**src/rtl/wss_pkg.sv**
```systemverilog
// Shared types and constants for the windowed sample statistics block.
// No dependencies; imported by every module of the block.
package wss_pkg;

   // request opcodes
   localparam logic [1:0] OP_SAMPLE = 2'd0;
   localparam logic [1:0] OP_START  = 2'd1;
   localparam logic [1:0] OP_END    = 2'd2;
   localparam logic [1:0] OP_QUERY  = 2'd3;

   // statistic modes; codes 5 to 7 answer as sum
   localparam logic [2:0] MODE_SUM   = 3'd0;
   localparam logic [2:0] MODE_AVG   = 3'd1;
   localparam logic [2:0] MODE_MIN   = 3'd2;
   localparam logic [2:0] MODE_MAX   = 3'd3;
   localparam logic [2:0] MODE_COUNT = 3'd4;

   // register indexes
   localparam logic [1:0] CSR_STAT_MODE     = 2'd0;
   localparam logic [1:0] CSR_WINDOW_LENGTH = 2'd1;
   localparam logic [1:0] CSR_WINDOW_OPEN   = 2'd2;

   localparam int CSR_INDEX_W = 2;
   localparam int CSR_DATA_W  = 9;
   localparam int VALUE_W     = 32;
   localparam int STAT_W      = 40;
   localparam int HELD_W      = 9;

   // 40-bit signed saturation bounds, held one bit wider
   localparam logic signed [STAT_W:0] SAT_MAX = 41'sd549755813887;
   localparam logic signed [STAT_W:0] SAT_MIN = -41'sd549755813888;

   localparam int QUEUE_DEPTH = 2;
   localparam int QPTR_W      = 1;
   localparam int QCNT_W      = 2;

   typedef enum logic [2:0] {
      CMD_STORE,
      CMD_COUNT,
      CMD_START,
      CMD_END,
      CMD_QUERY
   } cmd_type;

   typedef struct packed {
      cmd_type            cmd;
      logic [VALUE_W-1:0] value;
   } entry_type;

   typedef struct packed {
      logic [2:0] stat_mode;
      logic [8:0] window_length;
      logic       open_load;
      logic       open_value;
   } cfg_type;

   typedef enum logic [1:0] {
      BK_IDLE,
      BK_WALK,
      BK_DIV,
      BK_DONE
   } back_state_type;

endpackage

```
**src/rtl/wss_queue.sv**
```systemverilog
// Short request queue between front end and back end.
// Depends on wss_pkg.
module wss_queue import wss_pkg::*; (
   input  logic      clock,
   input  logic      reset,
   input  logic      push,
   input  entry_type push_entry,
   input  logic      pop,
   output logic      full,
   output logic      empty,
   output entry_type head
);

   entry_type           entries_ff [QUEUE_DEPTH];
   logic [QPTR_W-1:0]   wr_ptr_ff;
   logic [QPTR_W-1:0]   wr_ptr_in;
   logic [QPTR_W-1:0]   rd_ptr_ff;
   logic [QPTR_W-1:0]   rd_ptr_in;
   logic [QCNT_W-1:0]   count_ff;
   logic [QCNT_W-1:0]   count_in;

   assign full  = (count_ff == QCNT_W'(QUEUE_DEPTH));
   assign empty = (count_ff == '0);
   assign head  = entries_ff[rd_ptr_ff];

   always_comb begin
      wr_ptr_in = push ? wr_ptr_ff + 1'b1 : wr_ptr_ff;
      rd_ptr_in = pop  ? rd_ptr_ff + 1'b1 : rd_ptr_ff;
      count_in  = count_ff;
      if (push && !pop) begin
         count_in = count_ff + 1'b1;
      end else if (pop && !push) begin
         count_in = count_ff - 1'b1;
      end
   end

   always_ff @(posedge clock) begin
      if (reset) begin
         wr_ptr_ff <= '0;
         rd_ptr_ff <= '0;
         count_ff  <= '0;
      end else begin
         wr_ptr_ff <= wr_ptr_in;
         rd_ptr_ff <= rd_ptr_in;
         count_ff  <= count_in;
      end
   end

   always_ff @(posedge clock) begin
      if (push) begin
         entries_ff[wr_ptr_ff] <= push_entry;
      end
   end

endmodule

```
**config.mk**
```make
export PLATFORM = sky130hd
export DESIGN_NAME = wss_queue
export DESIGN_NICKNAME = d
export VERILOG_FILES = /design/src/rtl/wss_pkg.sv /design/src/rtl/wss_queue.sv
export SDC_FILE = /design/constraint.sdc
export NUM_CORES = 1
export LEC_CHECK = 0
export ABC_CLOCK_PERIOD_IN_PS = 2700
export BUFFER_PORTS_ARGS = -buffer_cell sky130_fd_sc_hd__clkbuf_2
export CELL_PAD_IN_SITES_DETAIL_PLACEMENT = 1
export CELL_PAD_IN_SITES_GLOBAL_PLACEMENT = 1
export CORE_UTILIZATION = 43
export CTS_CLUSTER_DIAMETER = 80
export DETAILED_ROUTE_END_ITERATION = 10
export MAX_ROUTING_LAYER = met4
export PLACE_DENSITY = 0.87
export SKIP_LAST_GASP = 1
export SYNTH_ARGS = -nofsm -noshare
export SYNTH_HDL_FRONTEND = slang
export SYNTH_SLANG_ARGS = --single-unit
```
**constraint.sdc**
```tcl
create_clock -name clock -period 2.7 [get_ports clock]
set_input_delay 0.405 -clock clock [delete_from_list [all_inputs] [get_ports clock]]
set_output_delay 0.405 -clock clock [all_outputs]
set_load 0.005 [all_outputs]
```
==> flow_metrics.tcl <==
set metrics [dict create \
    status "complete, no violations" \
    die_area_um2 6670 \
    fin_setup_tns_ns 0 \
    fp-row-count 28 \
    wl_per_cell_um 17.4 \
    hold_path_end "entries_ff[1][0]" \
    holdPathStages 1 \
    dr.pass1.iters 4 \
    drtAntennaViolNets 0 \
    grt_max_degree 36 \
    reg2reg_to "entries_ff[1][13]" \
    via_count 1456 \
    layout-drive-gt1-share_pct 58.6 \
    postCtsSetupRepairBufs 0 \
    final_area_um2 3390 \
    dp_slack_ns 1.03 \
    insertion_delay_ns 0.34 \
    tightest_slew_ns 0.855 \
    dp_cells 279 \
    yosysWarnings 0 \
    fp.dieH_um 81.7 \
    syn2layout_area_growth_pct 24.2 \
    ctsHoldBuffers 0 \
    criticalPathCategory "reg2out" \
    maxSlewViolCount 0 \
    first_iter_violations 41 \
    ys_ff_latch 75 \
    diodes 0 \
    drc 0 \
    path_cells "buf_4, mux2_2, clkbuf_2" \
    rsz0062_at_grt "no" \
    r2r_start "wr_ptr_ff" \
    critical_path_buf_inv_count 2 \
    dpl_cell_area_um2 3200 \
    min_period_over_period_pct 73.6 \
    whs_ns 0.255 \
    power_mw 2.47 \
    post-route-util_pct 56.3 \
    critPathMaxStageDelay_ns 0.40 \
    postSynthAreaPerCell_um2 20.9 \
    clkTransAtPathRegs_ns 0.08 \
    hpwl_um 3350 \
    overflow 0 \
    nFillCells 588 \
    via_per_inst 4.94 \
    drv_cap 0 \
    die-width_um 81.7 \
    period_minus_slack_ns 1.99 \
    syn_inst 131 \
    cp_top_family "buffers and inverters" \
    r2r.worst_path.cells 1 \
    start_util_pct 45.3 \
    fmax_mhz 503 \
    cts_made_buffers 9 \
    p_leak_nw 1.30 \
    gp_congestion 0.658 \
    grt_pass1_vias 1531 \
    setup_violations 0 \
    syn_nets 171 \
    worstPathMaxFanout 35 \
    portBuffers 75 \
    ios 76 \
    grt_use_total_pct 17.1 \
    nNetsFinal 255 \
    ys_types 16 \
    cp_data_required_time_ns 2.30 \
    clock_path_buffers 2 \
    cp.arrival_ns 1.58 \
    slew_headroom_pct 43.0 \
    worst_slack_ns 0.714 \
    core_um2 6030 \
    powerDensity_nw_per_um2 728 \
    cts_sinks 75 \
    ff2ff_setup_slack_ns 1.14 \
    finalClockSkew_ns 0.00859 \
    end_kind "output pin" \
    htree_levels 3 \
    vdd_ir_drop_max_uv 299 \
    root_buffer "clkbuf_8" \
    antenna_found_initial 0 \
    fin_cells 295 \
    routed_wl_um 5130 \
    yosysSeqAreaShare_pct 80.6 \
    hold_start "push_entry[0]" \
    slowest_stage "buf_4" \
    cts.repair.resized 0 \
    start_kind "flip-flop" \
    finalHoldViolCount 0 \
    grt_pass1_wl_um 7460 \
    min_path_type "in2reg" \
    synth_area_um2 2730 \
    cts_tree "yes" \
]
[routing by layer]
| metal | wire (µm) | up-vias | global-route usage [%] |
|---|---|---|---|
| li1 | - | 671 | - |
| met1 | 1980 | 725 | 17.2 |
| met2 | 2780 | 56 | 29.0 |
| met3 | 307 | 4 | 7.44 |
| met4 | 63 | 0 | 6.84 |
| met5 | 0 | - | - |
[sequential cells by signal, indices dropped and copies added, names as in the netlist, named ones only]
name,cells
wr_ptr_ff,1
count_ff,2
rd_ptr_ff,1
entries_ff,70
[where the power goes]
group	total, mW	switching, mW	internal (mW)
registers	1.38	0.0230	1.35
logic	0.264	0.130	0.134
clock network	0.829	0.378	0.451
[layout make-up]
class / instances / area [µm²] / area share (%)
sequential: 75 / 2200 / 64.9
multi-input combinational: 51 / 507 / 14.9
timing repair buffer: 77 / 390 / 11.5
clock buffer: 12 / 145 / 4.28
tap: 75 / 93.8 / 2.77
clock inverter: 4 / 50.0 / 1.48
inverter: 1 / 3.75 / 0.111
[cell usage after synthesis, drive strengths merged]
cell	number	area share [%]
xnor2	2	0.64
nor2b	1	0.23
inv	1	0.14
or3	1	0.23
buf	4	1.0
xor2	2	0.64
nor2	5	0.69
and2	1	0.23
and2b	1	0.32
dfxtp	5	3.7
a21oi	1	0.18
mux2	35	14
edfxtp	70	77
o21ai	1	0.18
ha	1	0.46
[worst max-delay path by stage]
stage / startpoint / to / slack (ns) / depth (start not counted)
after CTS: flip-flop / head[19] / 0.68 / 3
final: flip-flop / head[31] / 0.71 / 3
after floorplan: push / entries_ff[0][0] / 0.29 / 1
after detailed placement: push / entries_ff[1][27] / 1.03 / 2
after global routing: flip-flop / head[31] / 0.62 / 3
after global placement: push / entries_ff[1][22] / 1.04 / 2
[cells by family after synthesis]
logic type	count (synthesis)	share of synthesized area, %
flip-flops	75	80.6
buffers and inverters	5	1.14
AND/OR/NAND/NOR	9	1.70
multiplexers	35	14.4
XOR/XNOR	4	1.28
AO/OA/AOI/OAI	2	0.366
adder cells (fa/ha/maj)	1	0.458
[cell usage in the layout (no fill, tap or decap)]
cell,n
xor2_1,2
mux2_2,35
nor2_1,5
clkinvlp_4,2
clkbuf_2,75
and2b_2,1
dfxtp_1,5
and2_2,1
nor2b_4,1
or3_1,1
xnor2_1,2
o21ai_0,1
clkinv_2,1
bufinv_16,1
edfxtp_1,70
buf_4,2
clkbuf_1,2
clkbuf_8,10
ha_1,1
inv_1,1
a21oi_1,1
Note: power is estimated with default switching activity, not from simulation.
