<file path="config.mk">
export PLATFORM = sky130hd
export DESIGN_NAME = wss_front
export DESIGN_NICKNAME = d
export VERILOG_FILES = /design/src/rtl/wss_pkg.sv /design/src/rtl/wss_front.sv
export SDC_FILE = /design/constraint.sdc
export NUM_CORES = 1
export LEC_CHECK = 0
export ABC_AREA = 1
export ABC_CLOCK_PERIOD_IN_PS = 2100
export BUFFER_PORTS_ARGS = -buffer_cell sky130_fd_sc_hd__buf_4
export CORE_ASPECT_RATIO = 1.4
export CORE_MARGIN = 3
export CORE_UTILIZATION = 30
export DETAILED_ROUTE_END_ITERATION = 8
export PLACE_DENSITY = 0.74
export SYNTH_ARGS = -nofsm -noshare
export SYNTH_HDL_FRONTEND = slang
export SYNTH_SLANG_ARGS = --single-unit
</file>
<file path="constraint.sdc">
create_clock -name clock -period 2.1 [get_ports clock]
set_clock_uncertainty 0.15 [all_clocks]
set_input_delay 0.105 -clock clock [delete_from_list [all_inputs] [get_ports clock]]
set_output_delay 0.105 -clock clock [all_outputs]
set_load 0.05 [all_outputs]
</file>
<file path="src/rtl/wss_pkg.sv">
// Shared types and constants for the windowed sample statistics block.
// No dependencies; imported by every module of the block.
package wss_pkg;

   // request opcodes
   localparam logic [1:0] OP_SAMPLE = 2'd0;
   localparam logic [1:0] OP_START  = 2'd1;
   localparam logic [1:0] OP_END    = 2'd2;
   localparam logic [1:0] OP_QUERY  = 2'd3;

   // statistic modes; codes 5 to 7 answer as sum
   localparam logic [2:0] MODE_SUM   = 3'd0;
   localparam logic [2:0] MODE_AVG   = 3'd1;
   localparam logic [2:0] MODE_MIN   = 3'd2;
   localparam logic [2:0] MODE_MAX   = 3'd3;
   localparam logic [2:0] MODE_COUNT = 3'd4;

   // register indexes
   localparam logic [1:0] CSR_STAT_MODE     = 2'd0;
   localparam logic [1:0] CSR_WINDOW_LENGTH = 2'd1;
   localparam logic [1:0] CSR_WINDOW_OPEN   = 2'd2;

   localparam int CSR_INDEX_W = 2;
   localparam int CSR_DATA_W  = 9;
   localparam int VALUE_W     = 32;
   localparam int STAT_W      = 40;
   localparam int HELD_W      = 9;

   // 40-bit signed saturation bounds, held one bit wider
   localparam logic signed [STAT_W:0] SAT_MAX = 41'sd549755813887;
   localparam logic signed [STAT_W:0] SAT_MIN = -41'sd549755813888;

   localparam int QUEUE_DEPTH = 2;
   localparam int QPTR_W      = 1;
   localparam int QCNT_W      = 2;

   typedef enum logic [2:0] {
      CMD_STORE,
      CMD_COUNT,
      CMD_START,
      CMD_END,
      CMD_QUERY
   } cmd_type;

   typedef struct packed {
      cmd_type            cmd;
      logic [VALUE_W-1:0] value;
   } entry_type;

   typedef struct packed {
      logic [2:0] stat_mode;
      logic [8:0] window_length;
      logic       open_load;
      logic       open_value;
   } cfg_type;

   typedef enum logic [1:0] {
      BK_IDLE,
      BK_WALK,
      BK_DIV,
      BK_DONE
   } back_state_type;

endpackage

</file>
<file path="src/rtl/wss_front.sv">
// Front end: configuration registers, request acceptance and classification.
// Depends on wss_pkg; feeds wss_queue.
module wss_front import wss_pkg::*; (
   input  logic                   clock,
   input  logic                   reset,
   input  logic                   start,
   input  logic [1:0]             req_opcode,
   input  logic signed [VALUE_W-1:0] req_sample_value,
   input  logic                   csr_write_enable,
   input  logic [CSR_INDEX_W-1:0] csr_index,
   input  logic [CSR_DATA_W-1:0]  csr_write_data,
   input  logic                   q_full,
   output logic                   push,
   output entry_type              push_entry,
   output cfg_type                cfg
);

   logic [2:0] stat_mode_ff;
   logic [2:0] stat_mode_in;
   logic [8:0] window_length_ff;
   logic [8:0] window_length_in;

   always_comb begin
      stat_mode_in     = stat_mode_ff;
      window_length_in = window_length_ff;
      if (csr_write_enable) begin
         case (csr_index)
            CSR_STAT_MODE:     stat_mode_in     = csr_write_data[2:0];
            CSR_WINDOW_LENGTH: window_length_in = csr_write_data[8:0];
            default: ;
         endcase
      end
   end

   always_ff @(posedge clock) begin
      if (reset) begin
         stat_mode_ff     <= MODE_SUM;
         window_length_ff <= '0;
      end else begin
         stat_mode_ff     <= stat_mode_in;
         window_length_ff <= window_length_in;
      end
   end

   assign push = start & ~q_full;

   // count mode turns samples into event counting, nothing gets stored
   always_comb begin
      push_entry.value = req_sample_value;
      case (req_opcode)
         OP_SAMPLE: push_entry.cmd = (stat_mode_ff == MODE_COUNT) ? CMD_COUNT : CMD_STORE;
         OP_START:  push_entry.cmd = CMD_START;
         OP_END:    push_entry.cmd = CMD_END;
         default:   push_entry.cmd = CMD_QUERY;
      endcase
   end

   always_comb begin
      cfg.stat_mode     = stat_mode_ff;
      cfg.window_length = window_length_ff;
      cfg.open_load     = csr_write_enable && (csr_index == CSR_WINDOW_OPEN);
      cfg.open_value    = csr_write_data[0];
   end

endmodule

</file>
==> results.txt <==
For the pin with the worst max-slew slack, the measured transition is 389 ps. Summing the areas of all fa, ha and maj instances in the mapped netlist gives 2.96% of the synthesized area. A synthesized cell averages 6.87 µm². The synthesized-area fraction occupied by ao, oa, aoi and oai cells is 2.37%, and the total half-perimeter wirelength after legalization and detailed placement is 1.14 mm. The tools report the aggregate global routing overflow as 0. The signal on the critical path passes through nor2_1, nand4_1, o21ai_0, buf_4.

At the end of routability-driven placement, the weighted congestion stood at 0.598. The worst setup slack after layout was 763 ps; the share of power burned in registers was 40.2%. The final hold violation count is 0, and the leakage dissipation is 0.000555 µW. Power spread over the standard cell area amounts to 611 mW/mm². The die boundary height is 68.8 µm. The logs give 0 for the post-detailed-route count of antenna-violating nets and 0 for the number of buffers inserted to repair setup after CTS. The worst register-to-register path has a setup slack of 1310 ps. The number of distinct library cells after synthesis was 14; the final cell count without fillers was 171. The logs give 10.5% for the global-route usage over all layers and 2 for the maximum root-to-sink buffer count. The slowest stage of the critical path belongs to the cell sky130_fd_sc_hd__dfxtp_1. The tools report the combined area of the multi-input logic cells as 263 µm². The proportion of layout cells with a drive suffix above 1 works out to 30.4%. Net switching share of the total power: 32.2%.

The count of maximum capacitance violations is 0, and the total power consumption of the routed design is 611 µW. The growth of design area from synthesis to finish came out at 18.5%. Most instantiated library cell after synthesis: sky130_fd_sc_hd__buf_4. For the worst slew margin relative to its limit, the log shows 74.0%. Summing the areas of all xor and xnor instances in the mapped netlist gives 0% of the synthesized area. TritonCTS built the clock tree. Counting instances in the post-synthesis netlist gives the leading cell types as 33 x sky130_fd_sc_hd__buf_4, 25 x sky130_fd_sc_hd__nor2_1, 21 x sky130_fd_sc_hd__nand2_1.

For the max-slew violation total from the final report, the log shows 0. The wire length reported by the detailed router was 1.59 mm. After synthesis, the largest area contributor takes up 29.3% of total cell area.

For this run, the post-layout net count is 188. The average vias per placed instance works out to 4.05. The repair_antennas step left the layout with diodes totalling 0.

In this design, the stage delay of the slowest critical-path cell is 330 ps. The startpoint identified for the worst register-to-register timing path is window_length_ff[1]. Count of input and output buffers: 35. The run finished with clean final reports. The die covers 0.00350 mm².

Primary flip-flop cell chosen by synthesis mapping: sky130_fd_sc_hd__dfxtp_1. After detailed placement, the design holds a cell count of 158. The CTS buffer count is 3, and the number of DRC markers in iteration 0 is 2. In this run, synthesis inferred 0 flip-flops with an integrated enable.

Across the VDD grid, the largest voltage drop is 247 µV. The floorplan has 22 rows. The proportion of synthesized flip-flops having asynchronous set or reset works out to 0%. The minimum clock period came out at 1340 ps. The cell taking the most area after synthesis was sky130_fd_sc_hd__buf_4. Simple-gate area share of the yosys netlist: 25.8%.

The tools report the launching element of the worst setup path as stat_mode_ff[0]. STA classifies the critical path startpoint as a register. The kind of cell with the highest combined delay along the critical path is flip-flops. The final standard cell area without fillers was 0.00100 mm².

The min-delay analysis places its worst path in the category primary input to register. The run gives 0 as the count of instances resized after the clock tree is built. At the later pin of the worst-skew pair, clock insertion delay measures 270 ps.

Multiplexer cells account for 0% of the synthesized area. Setup repair after global routing left no endpoint under its margin. The pin count of the biggest net entering global routing was 19; the filler cell count in the final layout was 296.

Number of placed I/O pins: 100. Prior to clock tree synthesis, the placed netlist has a worst setup slack of 1010 ps. By area, the combinational part of the netlist is dominated by buffers and inverters. The region available for standard cell placement spans 0.00267 mm². The end of the critical path is push_entry[32]. The logs give 0 for the number of antenna violations at the first check in global routing and 0 for the number of setup violations in the final report.

The maximum clock frequency came out at 748 MHz. Sorting the synthesized cells by area gives the leading types as sky130_fd_sc_hd__buf_4 29%, sky130_fd_sc_hd__dfxtp_1 28%, sky130_fd_sc_hd__nor2_1 11%, sky130_fd_sc_hd__nand2_1 9.3%, sky130_fd_sc_hd__inv_1 7.6%. The net count after synthesis is 175, and the count of cell instances traversed by the critical path is 4. The run gives 29.6% as the relative contribution of combinational cells to total power. The run gives 123 as the synthesized instance count. Depth of the worst register-to-register path: 4.

For the number of global-route vias before repair, the log shows 665. Data on the critical path arrives at its endpoint at 1080 ps. The starting density of the core was 31.6%. Clock-pin slew was measured on the worst setup and hold paths at 80 ps.

The logs give 197 µW for the switching power and 240 µm² for the total area of sequential cells. The instance area at placement came out at 875 µm². The first global-routing pass estimated 2.76 mm of wire.

The tools report the clock network fraction of total power as 30.2%. The remaining design rule violation count was 0; the internal power of the cells was 414 µW. Data on the critical path is required at its endpoint by 1850 ps.

Adding up every negative setup slack in the final design gives 0 ps. The capture point of the worst reg-to-reg path was window_length_ff[1]. The logs give 0 for the number of warnings issued by yosys and 28.4% for the sequential cell area fraction in the yosys report. The portion of the clock cycle consumed by the worst path in the final layout was 63.7%. The first detailed-routing pass took 2 iterations. The H-tree depth reported by CTS came out at 1.

The category of the worst setup path capture point was a primary output. Per-cell routed wire length: 9.31 µm. The x dimension of the die works out to 50.8 µm. Of all nets on the critical path, the largest fanout is 3. The sum of buffers and inverters on the critical path came out at 1.

Clock sink total: 12. The final route contains 692 vias. Critical path class: register to primary output. The number of register bits inferred by synthesis was 12. In this run the clock root is driven by a sky130_fd_sc_hd__clkbuf_4. The tools report the cell area after synthesis as 845 µm².
worst reg2reg max path: cells and delay by family, from the launching register on:
family / cells / cell delay [ps]
buf+inv: 1 / 40
flops: 1 / 340
simple gates: 3 / 200
worst min-delay path by stage:
stage                         startpoint  slack, ps  cells after the start             endpoint
detailed placement  req_sample_value[14]         60                      0       push_entry[14]
global route            csr_write_enable          7                      3      stat_mode_ff[0]
global placement    req_sample_value[14]         60                      0       push_entry[14]
floorplan              csr_write_data[0]         90                      2  window_length_ff[0]
CTS                     csr_write_enable          1                      3      stat_mode_ff[0]
finish                  csr_write_enable          9                      3      stat_mode_ff[0]
routing by layer:
layer  vias up  wire length, µm  track usage, %
met5         -                0               0
met4         0               72            10.1
met3        15              165            3.23
li1        352                -               -
met2        32              720            17.6
met1       293              633            10.2
metrics by stage:
stage               util, %  hold slack [ps]
CTS                    37.5             1.32
global placement       32.8             60.3
finish                 37.5             9.05
floorplan                 -             89.9
detailed placement     32.8             60.3
global route           37.5             7.46
placed cells by master (no fill, tap or decap):
| cell | n |
|---|---|
| sky130_fd_sc_hd__a21oi_1 | 3 |
| sky130_fd_sc_hd__nand3_1 | 3 |
| sky130_fd_sc_hd__nand2_2 | 1 |
| sky130_fd_sc_hd__o21ai_0 | 1 |
| sky130_fd_sc_hd__clkbuf_8 | 1 |
| sky130_fd_sc_hd__buf_4 | 35 |
| sky130_fd_sc_hd__clkbuf_4 | 3 |
| sky130_fd_sc_hd__dfxtp_1 | 12 |
| sky130_fd_sc_hd__ha_1 | 2 |
| sky130_fd_sc_hd__nor2_1 | 25 |
| sky130_fd_sc_hd__nand4_1 | 1 |
| sky130_fd_sc_hd__dlygate4sd3_1 | 9 |
| sky130_fd_sc_hd__inv_1 | 17 |
| sky130_fd_sc_hd__nand3_4 | 1 |
| sky130_fd_sc_hd__nand2_1 | 21 |
state kept, by name, summed over array words and instances, names as in the netlist:
register,count
window_length_ff,9
stat_mode_ff,3
power by group through the flow:
stage | clock network [µW] | logic, µW | registers, µW
6_report | 184 | 181 | 246
5_1_grt | 210 | 198 | 247
4_1_cts | 196 | 183 | 246
3_5_place_dp | 0 | 169 | 251
3_3_place_gp | 0 | 169 | 251
2_1_floorplan | 0 | 236 | 292
what timing repair did:
action / in CTS / in global routing
setup endpoints to repair: 0 / 0
hold endpoints to repair: 11 / 0
hold buffers: 9 / 0
logic make-up after synthesis:
group / after synthesis
adder cells (fa/ha/maj): 2
flip-flops: 12
buffers and inverters: 53
AO/OA/AOI/OAI: 4
AND/OR/NAND/NOR: 52
layout make-up:
type	count	share of cell area (%)
Timing Repair Buffer	44	35.2
Multi-Input combinational cell	58	26.3
Sequential cell	12	24.0
Inverter	17	6.38
Tap cell	36	4.50
Clock buffer	4	3.62
No activity file was read; power rests on OpenSTA's default activity.
